## src/sv/dms_pkg.sv

```systemverilog
// ----------------------------------------------------------------------------
// dms_pkg
// Shared constants and types of the descriptor medoid select unit.
// ----------------------------------------------------------------------------
package dms_pkg;

	localparam int MAX_OBS    = 32;
	localparam int WORD_W     = 64;
	localparam int DESC_WORDS = 4;
	localparam int DESC_W     = WORD_W * DESC_WORDS;
	localparam int SLOT_W     = (MAX_OBS > 1) ? $clog2(MAX_OBS) : 1;
	localparam int CNT_W      = $clog2(MAX_OBS + 1);
	localparam int DIST_W     = 9;
	localparam int PC_W       = 7;
	localparam int INDEX_W    = 5;
	localparam int Q_DEPTH    = 2;

	// Command from the front end to the back end.
	typedef struct packed {
		logic              store;
		logic              last;
		logic              bad;
		logic [CNT_W-1:0]  n;
		logic [SLOT_W-1:0] slot;
		logic [DESC_W-1:0] data;
	} dms_cmd_t;

endpackage

```

## src/sv/dms_queue.sv

```systemverilog
// ----------------------------------------------------------------------------
// dms_queue
// Short command queue between the front end and the back end.
// ----------------------------------------------------------------------------
module dms_queue (
	input  logic             clk,
	input  logic             arst_n,
	input  logic             push_valid,
	output logic             push_ready,
	input  dms_pkg::dms_cmd_t push_data,
	output logic             pop_valid,
	input  logic             pop_ready,
	output dms_pkg::dms_cmd_t pop_data
);
	localparam int AW = (dms_pkg::Q_DEPTH > 1) ? $clog2(dms_pkg::Q_DEPTH) : 1;
	localparam int CW = $clog2(dms_pkg::Q_DEPTH + 1);

	dms_pkg::dms_cmd_t slots_q [dms_pkg::Q_DEPTH];
	logic [AW-1:0] wr_ptr_q, rd_ptr_q;
	logic [CW-1:0] count_q;
	logic          push, pop;

	assign push_ready = (count_q != CW'(dms_pkg::Q_DEPTH));
	assign pop_valid  = (count_q != '0);
	assign pop_data   = slots_q[rd_ptr_q];
	assign push       = push_valid && push_ready;
	assign pop        = pop_valid && pop_ready;

	always_ff @(posedge clk) begin
		if (push) begin
			slots_q[wr_ptr_q] <= push_data;
		end
	end

	always_ff @(posedge clk or negedge arst_n) begin
		if (!arst_n) begin
			wr_ptr_q <= '0;
			rd_ptr_q <= '0;
			count_q  <= '0;
		end else begin
			if (push) begin
				wr_ptr_q <= (wr_ptr_q == AW'(dms_pkg::Q_DEPTH - 1)) ? '0 : wr_ptr_q + AW'(1);
			end
			if (pop) begin
				rd_ptr_q <= (rd_ptr_q == AW'(dms_pkg::Q_DEPTH - 1)) ? '0 : rd_ptr_q + AW'(1);
			end
			if (push && !pop) begin
				count_q <= count_q + CW'(1);
			end else if (pop && !push) begin
				count_q <= count_q - CW'(1);
			end
		end
	end
endmodule

```

## config.mk

```make
export PLATFORM = sky130hd
export DESIGN_NAME = dms_queue
export DESIGN_NICKNAME = d
export VERILOG_FILES = /design/src/sv/dms_pkg.sv /design/src/sv/dms_queue.sv
export SDC_FILE = /design/constraint.sdc
export NUM_CORES = 1
export LEC_CHECK = 0
export BUFFER_PORTS_ARGS = -buffer_cell sky130_fd_sc_hd__buf_2
export CAP_MARGIN = 25
export CORE_AREA = 2 2 214 216
export DETAILED_ROUTE_END_ITERATION = 7
export DIE_AREA = 0 0 216 218
export PLACE_DENSITY_LB_ADDON = 0.1
export SLEW_MARGIN = 10
export SYNTH_ARGS = -nofsm -noshare
export SYNTH_HDL_FRONTEND = slang
export SYNTH_SLANG_ARGS = --single-unit
export TNS_END_PERCENT = 1
```

## constraint.sdc

```tcl
create_clock -name clk -period 23.5 [get_ports clk]
set_input_delay 3.525 -clock clk [delete_from_list [all_inputs] [get_ports clk]]
set_output_delay 3.525 -clock clk [all_outputs]
set_load 0.02 [all_outputs]
```

==> results of run 1 <==
==> final cells by class <==
cell class,instances,area (sq um),share of cell area
Inverter,1,3.754,0.0001466
Clock inverter,38,256.5,0.01002
Multi-Input combinational cell,283,3856,0.1506
Timing Repair Buffer,559,2925,0.1142
Antenna cell,17,42.54,0.001661
Tap cell,600,750.7,0.02931
Sequential cell,544,16320,0.6372
Clock buffer,65,1456,0.05687
==> cell families after synthesis <==
| family | Yosys count | share of synthesized area |
|---|---|---|
| xor gates and xnor gates | 5 | 0.002142 |
| adders and majority gates | 1 | 0.0006117 |
| buffers and inverters | 31 | 0.01426 |
| DFF | 544 | 0.7978 |
| muxes | 270 | 0.1835 |
| and+or+nand+nor | 7 | 0.001653 |
==> flip-flops by register name, summed over array words and instances (netlist names) <==
signal and flops:
wr_ptr_q 1, rd_ptr_q 1, slots_q 540, count_q 2
==> cell usage in the layout (no fill, tap or decap) <==
| cell type | count |
|---|---|
| sky130_fd_sc_hd__buf_2 | 545 |
| sky130_fd_sc_hd__edfxtp_1 | 540 |
| sky130_fd_sc_hd__mux2_4 | 190 |
| sky130_fd_sc_hd__mux2_2 | 80 |
| sky130_fd_sc_hd__clkbuf_16 | 57 |
| sky130_fd_sc_hd__diode_2 | 17 |
| sky130_fd_sc_hd__clkinv_1 | 17 |
| sky130_fd_sc_hd__clkinv_2 | 14 |
| sky130_fd_sc_hd__buf_4 | 9 |
| sky130_fd_sc_hd__clkbuf_1 | 8 |
| sky130_fd_sc_hd__buf_16 | 4 |
| sky130_fd_sc_hd__xnor2_1 | 3 |
| sky130_fd_sc_hd__bufinv_16 | 3 |
| sky130_fd_sc_hd__dfrtp_1 | 3 |
| sky130_fd_sc_hd__nand2_1 | 2 |
| sky130_fd_sc_hd__xor2_1 | 2 |
| sky130_fd_sc_hd__clkinv_4 | 2 |
| sky130_fd_sc_hd__clkinvlp_4 | 2 |
| sky130_fd_sc_hd__nand2b_1 | 1 |
| sky130_fd_sc_hd__inv_1 | 1 |
| sky130_fd_sc_hd__or2_2 | 1 |
| sky130_fd_sc_hd__and3_4 | 1 |
| sky130_fd_sc_hd__nor2_4 | 1 |
| sky130_fd_sc_hd__nor2_1 | 1 |
| sky130_fd_sc_hd__ha_1 | 1 |
| sky130_fd_sc_hd__buf_12 | 1 |
| sky130_fd_sc_hd__dfrtp_4 | 1 |
==> metrics by stage <==
| stage | setup slack (ps) | instance area [sq um] |
|---|---|---|
| 6_report | 16530 | 25610 |
| 5_1_grt | 16330 | 25600 |
| 4_1_cts | 16200 | 25460 |
| 3_5_place_dp | 16830 | 23750 |
| 3_3_place_gp | 16780 | 23750 |
| 2_1_floorplan | 7791 | 20450 |
==> critical path: stages (launching register included) <==
cell	delay, ps
sky130_fd_sc_hd__dfrtp_4	850
sky130_fd_sc_hd__buf_4	610
sky130_fd_sc_hd__buf_4	400
sky130_fd_sc_hd__buf_16	330
sky130_fd_sc_hd__mux2_2	390
sky130_fd_sc_hd__buf_2	160
==> power breakdown <==
part / total [W] / internal [W] / leakage [nW] / switching [W]
combinational: 0.00120 / 0.000500 / 4.17 / 0.000697
clock: 0.000822 / 0.000473 / 0.844 / 0.000349
sequential: 0.00140 / 0.00133 / 5.06 / 0.0000697
==> per-layer routing <==
metal / GRT usage / vias up
met1: 0.2162 / 4998
met3: 0.07587 / 114
met2: 0.3089 / 407
met5: 0 / -
li1: - / 4638
met4: 0.09635 / 14
==> final timing paths <==
| path | end | slack, ps | depth (start not counted) |
|---|---|---|---|
| worst max-delay path | pop_data[31] | 16530 | 5 |
| worst min-delay path | count_q[1]$_DFFE_PN0P_ | 490 | 1 |
| worst max register to register | slots_q[0][127]$_DFFE_PP_ | 20370 | 5 |
| worst min register to register | count_q[1]$_DFFE_PN0P_ | 490 | 1 |
| max in group asynchronous | rd_ptr_q$_DFFE_PN0P_ | 20610 | 1 |
| min in group asynchronous | wr_ptr_q$_DFFE_PN0P_ | 2730 | 1 |
==> impl_metrics.json, run 1 <==
{
  "result_of_the_run": "finished clean",
  "drt_first_iter_violations": 603,
  "post_synth_num_cell_types": 15,
  "cts_hold_buffers": 0,
  "met2_wirelength_um": 22690,
  "min_hold_slack_ps": 493.8,
  "globalRouteTotalUtil": 0.1892,
  "synthArstFlopShare": 0.007353,
  "power.leakage_nw": 10.07,
  "clk_latency_ps": 600,
  "synthesis.yosys.warnings": 0,
  "synth_area_sq_mm": 0.02045,
  "period_needed_ps": 6975,
  "final_cells": 2107,
  "placementRows": 78,
  "die-width_um": 216,
  "cts.htree.levels": 2,
  "global_route_wire_length_before_repair_um": 65010,
  "cts.clk_slew.worst_paths_ps": 60,
  "ys.flop_type": "sky130_fd_sc_hd__edfxtp_1",
  "criticalPathCategory": "register to primary output",
  "drv_cap": 0,
  "route.final.wire_length_um": 46120,
  "yosys_register_bits": 544,
  "cts_resized": 0,
  "routedLengthMet1_um": 17030,
  "fin_nets": 1719,
  "hpwl_um": 32070,
  "initial_standard_cell_utilization_of_the_core": 0.4555,
  "grt_max_degree": 129,
  "post_synth_top_area_share": 0.7929,
  "syn_to_final_growth_pct": 25.23,
  "detail_route.vias_per_cell": 4.827,
  "worst-path-max-fanout": 52,
  "floorplan.die.height_um": 218,
  "report.final.slew_viol_count": 0,
  "worst_ep_arrival_time_ps": 3450,
  "setup_viol": 0,
  "synth-edff-count": 540,
  "min-delay-path-class": "register to register",
  "syn-instance-count": 858,
  "tritoncts_clock_tree": "done",
  "grt_antenna_before_repair": 21,
  "ant_nets": 0,
  "worst_slew_margin_rel": 0.2505,
  "clock_tree.root_cell": "sky130_fd_sc_hd__clkbuf_16",
  "io-pin-count": 546,
  "critPathRequiredTime_ps": 19980,
  "unrepaired_setup_endpoints_after_global_routing": "false",
  "synth_top_cells_by_area": "sky130_fd_sc_hd__edfxtp_1 79%, sky130_fd_sc_hd__mux2_4 14%, sky130_fd_sc_hd__mux2_2 4.4%",
  "fp.coreArea_sq_mm": 0.04489,
  "fmax_mhz": 143.4,
  "hold_viol_final": 0,
  "met3WireLength_um": 4280,
  "placed_instances": 1983,
  "start_kind": "register",
  "power_density_mw_per_mm2": 133.4,
  "worstHoldStart": "count_q[1]$_DFFE_PN0P_",
  "globalRoute.totalOverflow": 0,
  "timing.setup.tns_ps": 0,
  "cts-buffers-inserted": 55,
  "clock_sink_count": 544,
  "skew_ps": 25.28,
  "port_buffers": 545,
  "post-cts-setup-buffer-count": 0,
  "synthDominantAreaCellType": "sky130_fd_sc_hd__edfxtp_1",
  "highest_layer": "met5",
  "total_power_w": 0.003416,
  "place.gp.congestion": 0.8321,
  "syn_nets": 1133,
  "routedWlPerCell_um": 21.89,
  "final.fill_count": 3562,
  "utilization": 0.5705,
  "min_period_over_period": 0.2968,
  "top_count_cell_post_synth": "sky130_fd_sc_hd__edfxtp_1",
  "die_area_sq_mm": 0.04709,
  "synth_area_per_inst_sq_um": 23.84,
  "firstDrtPassIters": 4,
  "max-vdd-ir-drop_mv": 0.1436,
  "synth_top_cells_by_count": "540 x sky130_fd_sc_hd__edfxtp_1, 190 x sky130_fd_sc_hd__mux2_4, 80 x sky130_fd_sc_hd__mux2_2",
  "drc_errors": 0,
  "synth.yosys.seq_area_share": 0.7978,
  "critical_path.endpoint_type": "primary output",
  "tightestPinTransition_ps": 1124,
  "drive_gt1_frac": 0.6114,
  "grt_pass1_vias": 10390,
  "setup.worst_path.start": "rd_ptr_q$_DFFE_PN0P_",
  "crit-reg2reg-launch": "count_q[0]$_DFFE_PN0P_",
  "cts_buffer_depth": 3,
  "detailroute.via_count": 10170
}
No activity file was read; power rests on OpenSTA's default activity.
==> run 2, diff against run 1 <==
--- a/config.mk
+++ b/config.mk
@@ -7,9 +7,9 @@
 export LEC_CHECK = 0
 export BUFFER_PORTS_ARGS = -buffer_cell sky130_fd_sc_hd__buf_2
 export CAP_MARGIN = 25
-export CORE_AREA = 2 2 214 216
+export CORE_MARGIN = 1.5
+export CORE_UTILIZATION = 47
 export DETAILED_ROUTE_END_ITERATION = 7
-export DIE_AREA = 0 0 216 218
 export PLACE_DENSITY_LB_ADDON = 0.1
 export SLEW_MARGIN = 10
 export SYNTH_ARGS = -nofsm -noshare
==> constraint.sdc (replaced) <==
create_clock -name clk -period 6.15 [get_ports clk]
set_input_delay 0.9225 -clock clk [delete_from_list [all_inputs] [get_ports clk]]
set_output_delay 0.9225 -clock clk [all_outputs]
set_load 0.02 [all_outputs]
==> run 2 against run 1 <==
  * Wire length shrank 2.6%
  * Via count shrank 0.57%
  * Sequential power grew to 3.8 times the previous value
  * Clock skew shrank 9.8 ps
  * Critical path depth shrank 2
  * Register-to-register slack lost 17000 ps
  * Worst setup slack lost 14000 ps
  * First-iteration DRC count shrank 21%
  * Largest power group unchanged
  * Utilization grew 2.5 points
  * Critical path type unchanged
==> impl_metrics.json, run 2 (synthesis results as in run 1) <==
{
  "result_of_the_run": "finished clean",
  "path_delay_family": "flip-flops",
  "worst-path-max-fanout": 103,
  "worst_slew_margin_rel": 0.3904,
  "cts.htree.levels": 2,
  "clock_sink_count": 544,
  "syn_to_final_growth_pct": 25.08,
  "max_ffs_per_register": 540,
  "detail_route.vias_per_cell": 4.846,
  "grt_busiest_layer": "met2",
  "global_route_wire_length_before_repair_um": 62640,
  "ant_nets": 0,
  "clk_latency_ps": 590,
  "route.final.wire_length_um": 44910,
  "unrepaired_setup_endpoints_after_global_routing": "false",
  "power.leakage_nw": 10.03,
  "place.gp.congestion": 0.7888,
  "globalRoute.totalOverflow": 0,
  "drc_errors": 0,
  "min-delay-path-class": "input port to async pin",
  "fmax_mhz": 257.9,
  "tritoncts_clock_tree": "done",
  "drive_gt1_frac": 0.6061,
  "largest_register": "slots_q",
  "cellInternalPower_w": 0.008849,
  "grt_pass1_vias": 10220,
  "grtUsageMet2": 0.3193,
  "clock_power_share": 0.245,
  "detailroute.via_count": 10110,
  "floorplan.die.height_um": 211.6,
  "power_density_mw_per_mm2": 511.2,
  "setup_slack_after_layout_ps": 2272,
  "min_period_over_period": 0.6305,
  "cts_resized": 0,
  "power_switching_share": 0.3233,
  "hpwl_um": 30670,
  "cts_buffer_depth": 3,
  "setup_viol": 0,
  "firstDrtPassIters": 4,
  "port_buffers": 545,
  "critPathMaxStageDelay_ps": 950,
  "switchingPower_w": 0.004228,
  "groute.layer.met1.usage": 0.2133,
  "cts-buffers-inserted": 56,
  "globalRouteTotalUtil": 0.1930,
  "placementRows": 76,
  "post-cts-setup-buffer-count": 0,
  "leading_cell_types_in_the_layout_fill_and_taps_excluded": "545 x sky130_fd_sc_hd__buf_2, 540 x sky130_fd_sc_hd__edfxtp_1, 190 x sky130_fd_sc_hd__mux2_4",
  "period_needed_ps": 3878,
  "drt_first_iter_violations": 475,
  "final_common_cell": "sky130_fd_sc_hd__buf_2",
  "critical_path_buf_inv_count": 2,
  "die_area_sq_mm": 0.04477,
  "criticalPathCategory": "register to primary output",
  "fin_nets": 1715,
  "initial_standard_cell_utilization_of_the_core": 0.4758,
  "critical_path.endpoint_type": "primary output",
  "routedWlPerCell_um": 21.52,
  "cp_cell_sequence": "buf_12 -> mux2_2 -> buf_2",
  "io-pin-count": 546,
  "grt_max_degree": 122,
  "met3_usage": 0.08693,
  "cts_hold_buffers": 0,
  "report.final.slew_viol_count": 0,
  "preCtsSetupSlack_ps": 2951,
  "clock_tree.root_cell": "sky130_fd_sc_hd__clkbuf_16",
  "crit_slowest_cell": "sky130_fd_sc_hd__dfrtp_4",
  "fp.coreArea_sq_mm": 0.04298,
  "reg_top3": "slots_q (540), count_q (2)",
  "skew_ps": 15.51,
  "cts.clk_slew.worst_paths_ps": 60,
  "relative_contribution_of_combinational_cells_to_total_power": 0.347,
  "start_kind": "register",
  "grt_antenna_before_repair": 26,
  "die-width_um": 211.6,
  "hold_viol_final": 0,
  "tightestPinTransition_ps": 914.4,
  "max-vdd-ir-drop_mv": 0.3936,
  "drv_cap": 0,
  "utilization": 0.5951,
  "share_seq_of_total_power": 0.409,
  "worst_ep_arrival_time_ps": 2960,
  "critPathRequiredTime_ps": 5230
}
[run 2: final cells by class]
class / count / area [sq um]
diodes: 22 / 55.05
multi-input cells: 283 / 3856
repair buffers: 554 / 2883
well taps: 585 / 732.0
clock buffers: 71 / 1479
clock inverters: 27 / 251.5
inverters: 1 / 3.754
flip-flops and latches: 544 / 16320
fillers: 3286 / 17400
[run 2: path summary, 6_finish.rpt]
check	from	to	slack [ps]	depth (start not counted)
max reg2reg	count_q[0]$_DFFE_PN0P_	slots_q[1][161]$_DFFE_PP_	3650	3
min in group clk	count_q[1]$_DFFE_PN0P_	count_q[1]$_DFFE_PN0P_	500	1
max	rd_ptr_q$_DFFE_PN0P_	pop_data[254]	2270	3
min reg2reg	count_q[1]$_DFFE_PN0P_	count_q[1]$_DFFE_PN0P_	500	1
max in group asynchronous	arst_n	rd_ptr_q$_DFFE_PN0P_	5870	1
min	arst_n	rd_ptr_q$_DFFE_PN0P_	140	1
[run 2: per-layer routing]
| metal | up-vias | routed length [um] |
|---|---|---|
| met1 | 4976 | 16130 |
| met3 | 95 | 4814 |
| met2 | 391 | 22480 |
| li1 | 4639 | - |
| met5 | - | 77 |
| met4 | 12 | 1404 |
[run 2: power by group through the flow]
stage               registers (W)  logic (W)  clock network [W]
floorplan                 0.00547    0.00334                  0
global placement          0.00540    0.00458                  0
detailed placement        0.00543    0.00459                  0
CTS                       0.00535    0.00460            0.00329
global route              0.00541    0.00479            0.00342
finish                    0.00534    0.00453            0.00320
[run 2: stage by stage]
| step | TNS (ps) | instances | instance area, sq um | total power (W) | hold slack [ps] |
|---|---|---|---|---|---|
| after floorplan | -434620 | 858 | 20460 | 0.008810 | 455.9 |
| after global placement | 0 | 1966 | 23770 | 0.009978 | 475.8 |
| after detailed placement | 0 | 1967 | 23790 | 0.01002 | 487.7 |
| after CTS | 0 | 2065 | 25520 | 0.01324 | 99.82 |
| after global routing | 0 | 2075 | 25550 | 0.01362 | 109.1 |
| final | 0 | 2087 | 25580 | 0.01308 | 136.4 |
